===== config.mk =====
export PLATFORM = sky130hd
export DESIGN_NAME = tlap_ctrl
export DESIGN_NICKNAME = d
export VERILOG_FILES = /design/src/hw/rtl/tlap_pkg.sv /design/src/hw/rtl/tlap_ctrl.sv
export SDC_FILE = /design/constraint.sdc
export NUM_CORES = 1
export LEC_CHECK = 0
export BUFFER_PORTS_ARGS = -buffer_cell sky130_fd_sc_hd__clkbuf_2
export CELL_PAD_IN_SITES_DETAIL_PLACEMENT = 1
export CELL_PAD_IN_SITES_GLOBAL_PLACEMENT = 2
export CORE_MARGIN = 2
export CORE_UTILIZATION = 26
export CTS_CLUSTER_DIAMETER = 30
export DETAILED_ROUTE_END_ITERATION = 12
export PLACE_DENSITY = 0.78
export SLEW_MARGIN = 15
export SYNTH_ARGS = -nofsm -noshare
export SYNTH_HDL_FRONTEND = slang
export SYNTH_SLANG_ARGS = --single-unit

===== constraint.sdc =====
create_clock -name clk -period 2.7 [get_ports clk]
set_input_delay 0.81 -clock clk [delete_from_list [all_inputs] [get_ports clk]]
set_output_delay 0.81 -clock clk [all_outputs]
set_load 0.01 [all_outputs]

===== src/hw/rtl/tlap_pkg.sv =====
// ----------------------------------------------------------------------------
// tlap_pkg
// Types, codes and defaults shared by the trail ring lookahead point block.
// ----------------------------------------------------------------------------
package tlap_pkg;

	localparam int TLAP_DEPTH = 64;

	// result status codes
	localparam logic [2:0] ST_APPENDED = 3'd0;
	localparam logic [2:0] ST_FOUND    = 3'd1;
	localparam logic [2:0] ST_END      = 3'd2;
	localparam logic [2:0] ST_EMPTY    = 3'd3;
	localparam logic [2:0] ST_NOTFOUND = 3'd4;

	localparam logic KIND_APPEND = 1'b0;

	typedef struct packed {
		logic               kind;
		logic signed [31:0] pos_x;
		logic signed [31:0] pos_y;
		logic signed [31:0] pos_z;
		logic signed [31:0] pos_speed;
		logic        [5:0]  start_index;
		logic        [31:0] distance;
	} req_word_t;

	typedef struct packed {
		logic        [2:0]  status;
		logic signed [31:0] out_x;
		logic signed [31:0] out_y;
		logic signed [31:0] out_z;
		logic signed [31:0] out_speed;
		logic        [5:0]  seg_index;
		logic        [31:0] remainder;
	} rsp_word_t;

	typedef enum logic [3:0] {
		S_IDLE, S_DISPATCH, S_APPEND, S_READ, S_ABSD, S_SQX, S_SQY, S_SQINIT,
		S_SQRT, S_CHECK, S_DIV, S_LX, S_LY, S_POST
	} state_t;

	// controller to datapath
	typedef struct packed {
		logic       load;
		logic       append;
		logic       rd;
		logic       absd;
		logic       sqx;
		logic       sqy;
		logic       sq_init;
		logic       sq_step;
		logic       div_init;
		logic       div_step;
		logic       lx;
		logic       ly;
		logic       adv;
		logic       post;
		logic [2:0] code;
	} dp_cmd_t;

	// datapath to controller
	typedef struct packed {
		logic kind;
		logic empty;
		logic short_seg;
		logic stay;
		logic cnt_last;
		logic iter_done;
		logic out_free;
	} dp_stat_t;

endpackage


===== src/hw/rtl/tlap_ctrl.sv =====
// ----------------------------------------------------------------------------
// tlap_ctrl
// Sequencer: walks append and lookahead words through the datapath steps.
// ----------------------------------------------------------------------------
module tlap_ctrl import tlap_pkg::*; (
	input  logic     clk,
	input  logic     arst_n,
	input  logic     req_valid,
	output logic     req_stall,
	input  dp_stat_t stat,
	output dp_cmd_t  cmd
);

	state_t     state_q, state_d;
	logic [2:0] code_q, code_d;

	always_ff @(posedge clk or negedge arst_n) begin
		if (!arst_n) begin
			state_q <= S_IDLE;
			code_q  <= ST_APPENDED;
		end else begin
			state_q <= state_d;
			code_q  <= code_d;
		end
	end

	// next state
	always_comb begin
		state_d = state_q;
		code_d  = code_q;
		case (state_q)
			S_IDLE:     if (req_valid) state_d = S_DISPATCH;
			S_DISPATCH: begin
				if (stat.kind == KIND_APPEND) begin
					state_d = S_APPEND;
				end else if (stat.empty) begin
					state_d = S_POST;
					code_d  = ST_EMPTY;
				end else begin
					state_d = S_READ;
				end
			end
			S_APPEND: begin
				state_d = S_POST;
				code_d  = ST_APPENDED;
			end
			S_READ:   state_d = S_ABSD;
			S_ABSD:   state_d = S_SQX;
			S_SQX:    state_d = S_SQY;
			S_SQY:    state_d = S_SQINIT;
			S_SQINIT: state_d = S_SQRT;
			S_SQRT:   if (stat.iter_done) state_d = S_CHECK;
			S_CHECK: begin
				if (stat.short_seg) begin
					state_d = S_DIV;
					code_d  = ST_FOUND;
				end else if (stat.stay) begin
					state_d = S_POST;
					code_d  = ST_END;
				end else if (stat.cnt_last) begin
					state_d = S_POST;
					code_d  = ST_NOTFOUND;
				end else begin
					state_d = S_READ;
				end
			end
			S_DIV:  if (stat.iter_done) state_d = S_LX;
			S_LX:   state_d = S_LY;
			S_LY:   state_d = S_POST;
			S_POST: if (stat.out_free) state_d = S_IDLE;
			default: state_d = S_IDLE;
		endcase
	end

	// commands
	always_comb begin
		cmd      = '0;
		cmd.code = code_q;
		case (state_q)
			S_IDLE:   cmd.load = req_valid;
			S_APPEND: cmd.append = 1'b1;
			S_READ:   cmd.rd = 1'b1;
			S_ABSD:   cmd.absd = 1'b1;
			S_SQX:    cmd.sqx = 1'b1;
			S_SQY:    cmd.sqy = 1'b1;
			S_SQINIT: cmd.sq_init = 1'b1;
			S_SQRT:   cmd.sq_step = 1'b1;
			S_CHECK: begin
				cmd.div_init = stat.short_seg;
				cmd.adv      = !stat.short_seg && !stat.stay;
			end
			S_DIV:    cmd.div_step = 1'b1;
			S_LX:     cmd.lx = 1'b1;
			S_LY:     cmd.ly = 1'b1;
			S_POST:   cmd.post = stat.out_free;
			default:  cmd = '0;
		endcase
	end

	assign req_stall = (state_q != S_IDLE);

endmodule


==> results of run 1 <==
layout by cell type, fill, tap and decap left out, types with 3 or more instances in the layout:
cell / synthesis / routed
sky130_fd_sc_hd__nor2_1: 10 / 10
sky130_fd_sc_hd__clkbuf_4: 0 / 3
sky130_fd_sc_hd__nand2_1: 6 / 6
sky130_fd_sc_hd__clkbuf_2: 0 / 27
sky130_fd_sc_hd__nor3_1: 9 / 9
sky130_fd_sc_hd__o21ai_0: 4 / 4
sky130_fd_sc_hd__and2_1: 3 / 3
sky130_fd_sc_hd__buf_4: 2 / 5
sky130_fd_sc_hd__a21oi_1: 5 / 5
sky130_fd_sc_hd__nand2b_1: 3 / 3
sky130_fd_sc_hd__dfrtp_1: 7 / 7
worst max-delay path, cell delays in order, from the launching register on:
cell and delay [ns]:
sky130_fd_sc_hd__dfrtp_1 0.48, sky130_fd_sc_hd__buf_4 0.23, sky130_fd_sc_hd__nor2_1 0.24, sky130_fd_sc_hd__and3_1 0.20, sky130_fd_sc_hd__clkbuf_2 0.12
metal layers:
metal | vias to the layer above | wire length, microns | track usage (%)
met5 | - | 0 | 0
met4 | 0 | 19 | 6.25
met3 | 2 | 64 | 0.833
met2 | 16 | 1010 | 24.7
met1 | 351 | 984 | 21.4
li1 | 367 | - | -
cell families (layout without fill, tap and decap cells):
family                 after synthesis  after routing  share of synthesized area (%)
AO/OA/AOI/OAI                       25             25                           26.0
buffers and inverters                9             39                           7.07
multiplexers                         1              1                           1.53
AND/OR/NAND/NOR                     43             43                           38.6
flip-flops                           7              7                           26.8
registers in the layout (all words and copies together) (netlist names):
name,flops
state_q,4
code_q,3
stage by stage:
step           power [uW]  hold WS (ns)
3_3_place_gp          874         0.478
6_report              979         0.394
5_1_grt              1080         0.402
2_1_floorplan         680         0.451
4_1_cts               991         0.396
3_5_place_dp          890         0.490
cell type report:
class,count,area share [%]
clock buffers,4,3.07
inverters,3,1.32
multi-input cells,69,50.6
flip-flops and latches,7,20.5
well taps,30,4.39
repair buffers,32,20.2
final timing paths:
check | start | cells past startpoint | endpoint
max | state_q[3] | 4 | cmd[16]
min | arst_n | 1 | state_q[1]
max reg2reg | state_q[3] | 5 | state_q[0]
min reg2reg | code_q[0] | 2 | code_q[0]
max in group asynchronous | arst_n | 1 | state_q[0]
min in group clk | code_q[0] | 2 | code_q[0]
where the power goes:
part / internal [uW] / switching (uW)
clock network: 56.4 / 39.4
logic: 287 / 378
registers: 155 / 62.5
==> results list, run 1 <==
* Time the final worst path needs with I/O delays and setup: 2.33 ns
- The run finished with clean final reports.
* CP arrival: 1.52 ns
* Synthesized area per cell: 7.70 sq um
- The mapped netlist covers 654 sq um.
* Maximum level of the CTS H-tree: 1
* Non-Filler Cell Area, Final: 856 sq um
- Number of pins with negative max-slew slack in the final report: 0
- Counting instances in the post-synthesis netlist gives the leading cell types as sky130_fd_sc_hd__nor2_1 (10), sky130_fd_sc_hd__nor3_1 (9), sky130_fd_sc_hd__dfrtp_1 (7).
- Final estimated routing congestion in global placement: 0.736
- Endpoint type of the worst setup path: output port
- Type of the worst setup path: reg -> out
- Clk buf depth: 2
- Via count of the first global-routing pass: 672
- For this configuration, the core starts out at a cell density of 26.9%.
* Leakage power of the design: 0.000409 uW
- Largest fanout on the critical path: 8
- Hold buffer count at CTS: 0
- Combined flip-flop and latch cell area: 175 sq um
- Total half-perimeter wirelength after legalization and detailed placement: 1.62 mm
* Area growth syn-to-layout: 30.8%
- IR analysis of the VDD net gives a maximum drop of 0.000492 V.
- Once layout is complete, the utilization of the core stands at 35.2%.
- Max-Slew Margin vs Limit: 79.6%
* Antenna violations before repair: 0
- The floorplan step set the die height to 54.2 microns.
* Num Clock Sinks: 7
- Detail Route Antenna Nets: 0
* Setup repair after global routing missed its margin: no
- Post-CTS repair changed the size of 0 cells.
* Multi-input gate area: 433 sq um
- After detailed routing, the average wire length per cell comes to 14.3 microns.
- Peak Freq: 0.430 GHz
- Total of fill cells in the finished design: 319
- Routed wire length: 2.07 mm
- Once the clock tree was built, the setup fixing pass inserted 0 buffers.
- The worst setup path is launched from a flop.
* DRC marker count from the first detailed-route iteration: 7
- Clock tree synthesis selected as its root buffer the cell sky130_fd_sc_hd__clkbuf_4.
- Width of the chip: 54.2 microns
* Floorplan core area: 2430 sq um
- Cell Rows: 18
- Among all flip-flop cells after synthesis, the most frequent one is sky130_fd_sc_hd__dfrtp_1.
- Pin placement for this block handled 28 I/O pins.
* Number of non-filler instances in the completed layout: 145
- OpenSTA, run right after detailed placement, puts the worst setup slack at 0.454 ns.
- Cell count after synthesis: 85
- Post-synthesis net count: 95
* Slew at the pin with the worst max-slew slack: 0.307 ns
* Worst path required time: 1.89 ns
- The tool flagged a number of max-cap violations equal to 0.
- Worst Skew: 0.00233 ns
* Proportion of synthesized flip-flops having asynchronous set or reset: 100%
* Most area-hungry cell type in the Yosys netlist: sky130_fd_sc_hd__dfrtp_1
* Share of the cycle needed by the critical path after routing: 86.2%
* Remaining design rule violation count: 0
- Overall track demand over capacity in global routing: 15.4%
- Final hold violation count: 0
- Count of yosys warnings during synthesis: 0
* Number of register bits inferred by synthesis: 7
- EDFF count, synth: 0
- Across all layers, the routed design uses 736 vias.
* Most instantiated library cell after synthesis: sky130_fd_sc_hd__nor2_1
- Layout cells sized above 1: 37.4%
- Using the TritonRoute via totals, the vias-per-cell ratio works out to 5.08.
- R2r setup slk: 1.16 ns
- TritonCTS built the clock tree.
- Cell total after placement: 141
- The first global-routing pass estimated 3.28 mm of wire.
- Summed over all layers, the global routing overflow is 0.
- By area the synthesized netlist is led by sky130_fd_sc_hd__dfrtp_1 (27%), sky130_fd_sc_hd__nor3_1 (6.9%), sky130_fd_sc_hd__nor2_1 (5.7%).
- Post-route worst setup slack: 0.374 ns
- For this design the ratio of total power to cell area is 1140 nW/um^2.
- Summed over its instances, the top area cell type makes up 26.8% of the synthesized netlist area.
* Fin nets: 126
* Setup_tns: 0 ns
* Clock buffer count from CTS: 3
- In this run the worst hold path is classified as in -> async.
- Number of antenna cells inserted: 0
- Final number of setup-violating endpoints: 0
- At the later pin of the worst-skew pair, clock insertion delay measures 0.25 ns.
- Of the synthesized area, sequential elements account for 26.8%.
* Detailed-routing iteration count for the pre-antenna-repair pass: 4
* Synth unique cells: 35
- The die covers 2930 sq um.
- Entering global routing, the biggest net connects 18 pins.
- Area of placed instances: 830 sq um
* Clock transition at the registers of the reported paths: 0.06 ns
* Number of buffer cells added on primary ports: 27
No activity file was read; power rests on OpenSTA's default activity.
==> inputs of run 2 (changes only) <==
- RECOVER_POWER: not set -> 25
==> run 2 against run 1 <==
Against the previous run:
- cell area fell by 0.58%
- register-to-register slack worse by 0.09 ns
- sequential share of layout area increased by 0.12 points
- critical path depth stayed put
- fmax fell by 4.0%
- final cell count unchanged
- largest cell class unchanged
- utilization decreased by 0.21 points
- routed wire length increased by 0.34%
- via count up 0.14%
- highest routed layer unchanged
==> results list, run 2 (synthesis results as in run 1) <==
- Status: finished clean (unchanged)
- The number of placement rows was 18 (unchanged).
* Most common cell after layout, fill and taps aside: sky130_fd_sc_hd__clkbuf_2 (unchanged)
- The core box area is 2430 sq um (unchanged).
- Leakage power of the design: 0.000403 uW (was 0.000409 uW)
* CP max stage cell: sky130_fd_sc_hd__dfrtp_1 (unchanged)
* DRC marker count from the first detailed-route iteration: 7 (unchanged)
- The final sum of negative setup slack came to 0 ns (unchanged).
- The power consumption came to 972 uW (was 979 uW).
- The number of primary I/O pins was 28 (unchanged).
- The maximum number of pins on one net before global-route repair came to 18 (unchanged).
- The post-cts hold buffer count is 0 (unchanged).
* Largest Register: state_q (unchanged)
- Final estimated routing congestion in global placement: 0.736 (unchanged)
* Largest fanout on the critical path: 10 (was 8)
- Largest vdd supply drop: 0.000492 V (about the same)
* Detail Route Antenna Nets: 0 (unchanged)
* Cell total after placement: 141 (unchanged)
- The clock tree skew after final layout came to 0.00235 ns (was 0.00233 ns).
- Clk root buf: sky130_fd_sc_hd__clkbuf_4 (unchanged)
* R2r setup slk: 1.07 ns (was 1.16 ns)
- Width of the chip: 54.2 microns (unchanged)
- Worst hold margin: 0.461 ns (was 0.394 ns)
- Clock transition at the registers of the reported paths: 0.06 ns (about the same)
- Largest registers in the final layout: state_q: 4 flops, code_q: 3 flops (unchanged)
* Overall track demand over capacity in global routing: 15.4% (unchanged)
- Critical path startpoint category: flop (unchanged)
* Maximum level of the CTS H-tree: 1 (unchanged)
- FF-to-FF End: state_q[0] (unchanged)
- Residual overflow from global routing: 0 (unchanged)
- Cells along the critical path: nand2b_1, clkbuf_1, nor4_2, clkbuf_2 (was buf_4, nor2_1, and3_1, clkbuf_2).
- Via Count: 737 (was 736)
- Share of the cycle needed by the critical path after routing: 89.8% (was 86.2%)
- Slew at the pin with the worst max-slew slack: 0.511 ns (was 0.307 ns)
- Type of the worst setup path: reg -> out (unchanged)
* Worst path required time: 1.89 ns (about the same)
- The total clock buffers created by CTS was 3 (unchanged).
* Commonest cells after routing, fill and taps aside: sky130_fd_sc_hd__clkbuf_2 (26), sky130_fd_sc_hd__nor2_1 (10), sky130_fd_sc_hd__nor3_1 (9), sky130_fd_sc_hd__dfrtp_1 (7), sky130_fd_sc_hd__nand2_1 (6) (was sky130_fd_sc_hd__clkbuf_2 (27), sky130_fd_sc_hd__nor2_1 (10), sky130_fd_sc_hd__nor3_1 (9), sky130_fd_sc_hd__dfrtp_1 (7), sky130_fd_sc_hd__nand2_1 (6))
- Starting Density: 26.9% (unchanged)
* Delay contributed by the slowest stage of the critical path: 0.47 ns (was 0.48 ns)
- The first element of the critical path is state_q[1] (was state_q[3]).
- The number of search-and-repair iterations in the first detailed-routing pass came to 4 (unchanged).
* Number of antenna cells inserted: 0 (unchanged)
- The final instance count without filler cells came to 145 (unchanged).
* Number of buffer cells added on primary ports: 27 (unchanged)
- The number of endpoints with negative hold slack in the final report is 0 (unchanged).
- Time the final worst path needs with I/O delays and setup: 2.42 ns (was 2.33 ns)
- The proportion of layout cells with a drive suffix above 1 was 35.7% (was 37.4%).
* Skew-Pair Late Insertion Delay: 0.25 ns (about the same)
- The cell depth of the worst flop-to-flop path is 5 (unchanged).
* Wire per inst: 14.3 microns (about the same)
- The HPWL after detailed placement was 1.62 mm (unchanged).
- The relative slew slack came to 65.9% (was 79.6%).
* Number of buffers inserted by post-CTS setup repair: 0 (unchanged)
* Worst min-delay path class: in -> async (unchanged)
* Endpoint type of the worst setup path: output port (unchanged)
- CP arrival: 1.61 ns (was 1.52 ns)
- TritonCTS clock tree: yes (unchanged)
* Max reg flops: 4 (unchanged)
- Clk buf depth: 2 (unchanged)
* Final core utilization: 35.0% (was 35.2%)
- Antenna violations before repair: 0 (unchanged)
- Num Clock Sinks: 7 (unchanged)
* Total Die Area: 2930 sq um (unchanged)
- Area growth syn-to-layout: 30.0% (was 30.8%)
* Routed wire length: 2.08 mm (was 2.07 mm)
- Setup repair after global routing missed its margin: no (unchanged).
- Fin nets: 126 (unchanged)
- Kind of cell with the highest combined delay on the critical path: flip-flops (unchanged)
- Total buffers and inverters traversed by the critical path: 2 (unchanged)
- Remaining design rule violation count: 0 (unchanged)
* Via count of the first global-routing pass: 672 (unchanged)
- The number of fill cells was 318 (was 319).
- Final number of setup-violating endpoints: 0 (unchanged)
* Number of pins with negative max-slew slack in the final report: 0 (unchanged)
- Routed via count divided by cell count: 5.08 (about the same)
* Worst r2r src: state_q[1] (was state_q[3])
- Die height: 54.2 microns (unchanged)
* # Max-Cap Violations: 0 (unchanged)
- The number of cells upsized or downsized after cts came to 0 (unchanged).
* Power density relative to cell area: 1140 nW/um^2 (about the same)
- The global-route wire length before repair came to 3.28 mm (unchanged).
- The fmax is 0.413 GHz (was 0.430 GHz).
==> run 2: cell types whose count changed in the layout (fill, tap and decap cells not counted), sizes merged <==
cell	change
buf	-1
clkbuf	+1
==> run 2: worst max path at each step <==
stage / to / cells past startpoint
after floorplan: cmd[4] / 1
after global placement: cmd[4] / 3
after detailed placement: cmd[4] / 3
after CTS: cmd[4] / 3
after global routing: cmd[8] / 4
final: cmd[4] / 4
==> run 2: final cells by class <==
type	instances	area, sq um	area share [%]
Clock buffer	4	26.3	3.09
Sequential cell	7	175	20.6
Tap cell	30	37.5	4.41
Inverter	3	11.3	1.32
Timing Repair Buffer	32	168	19.7
Multi-Input combinational cell	69	433	50.9
==> run 2: power breakdown <==
part | internal (uW) | switching [uW]
combinational | 280 | 378
clock | 56.5 | 39.4
sequential | 155 | 62.6
total | 491 | 481
==> run 2: stage by stage <==
step                      cell area, sq um  worst slack [ns]
after global placement                 830             0.468
after CTS                              856             0.365
after floorplan                        654             0.692
after detailed placement               830             0.454
final                                  851             0.276
after global routing                   851             0.137
==> run 2: metal layers <==
| metal | share of wire [%] | track usage, % | vias to the layer above |
|---|---|---|---|
| met4 | 0.91 | 6.25 | 0 |
| met5 | 0 | 0 | - |
| met2 | 48 | 24.7 | 16 |
| li1 | - | - | 367 |
| met1 | 48 | 21.4 | 352 |
| met3 | 3.1 | 0.833 | 2 |
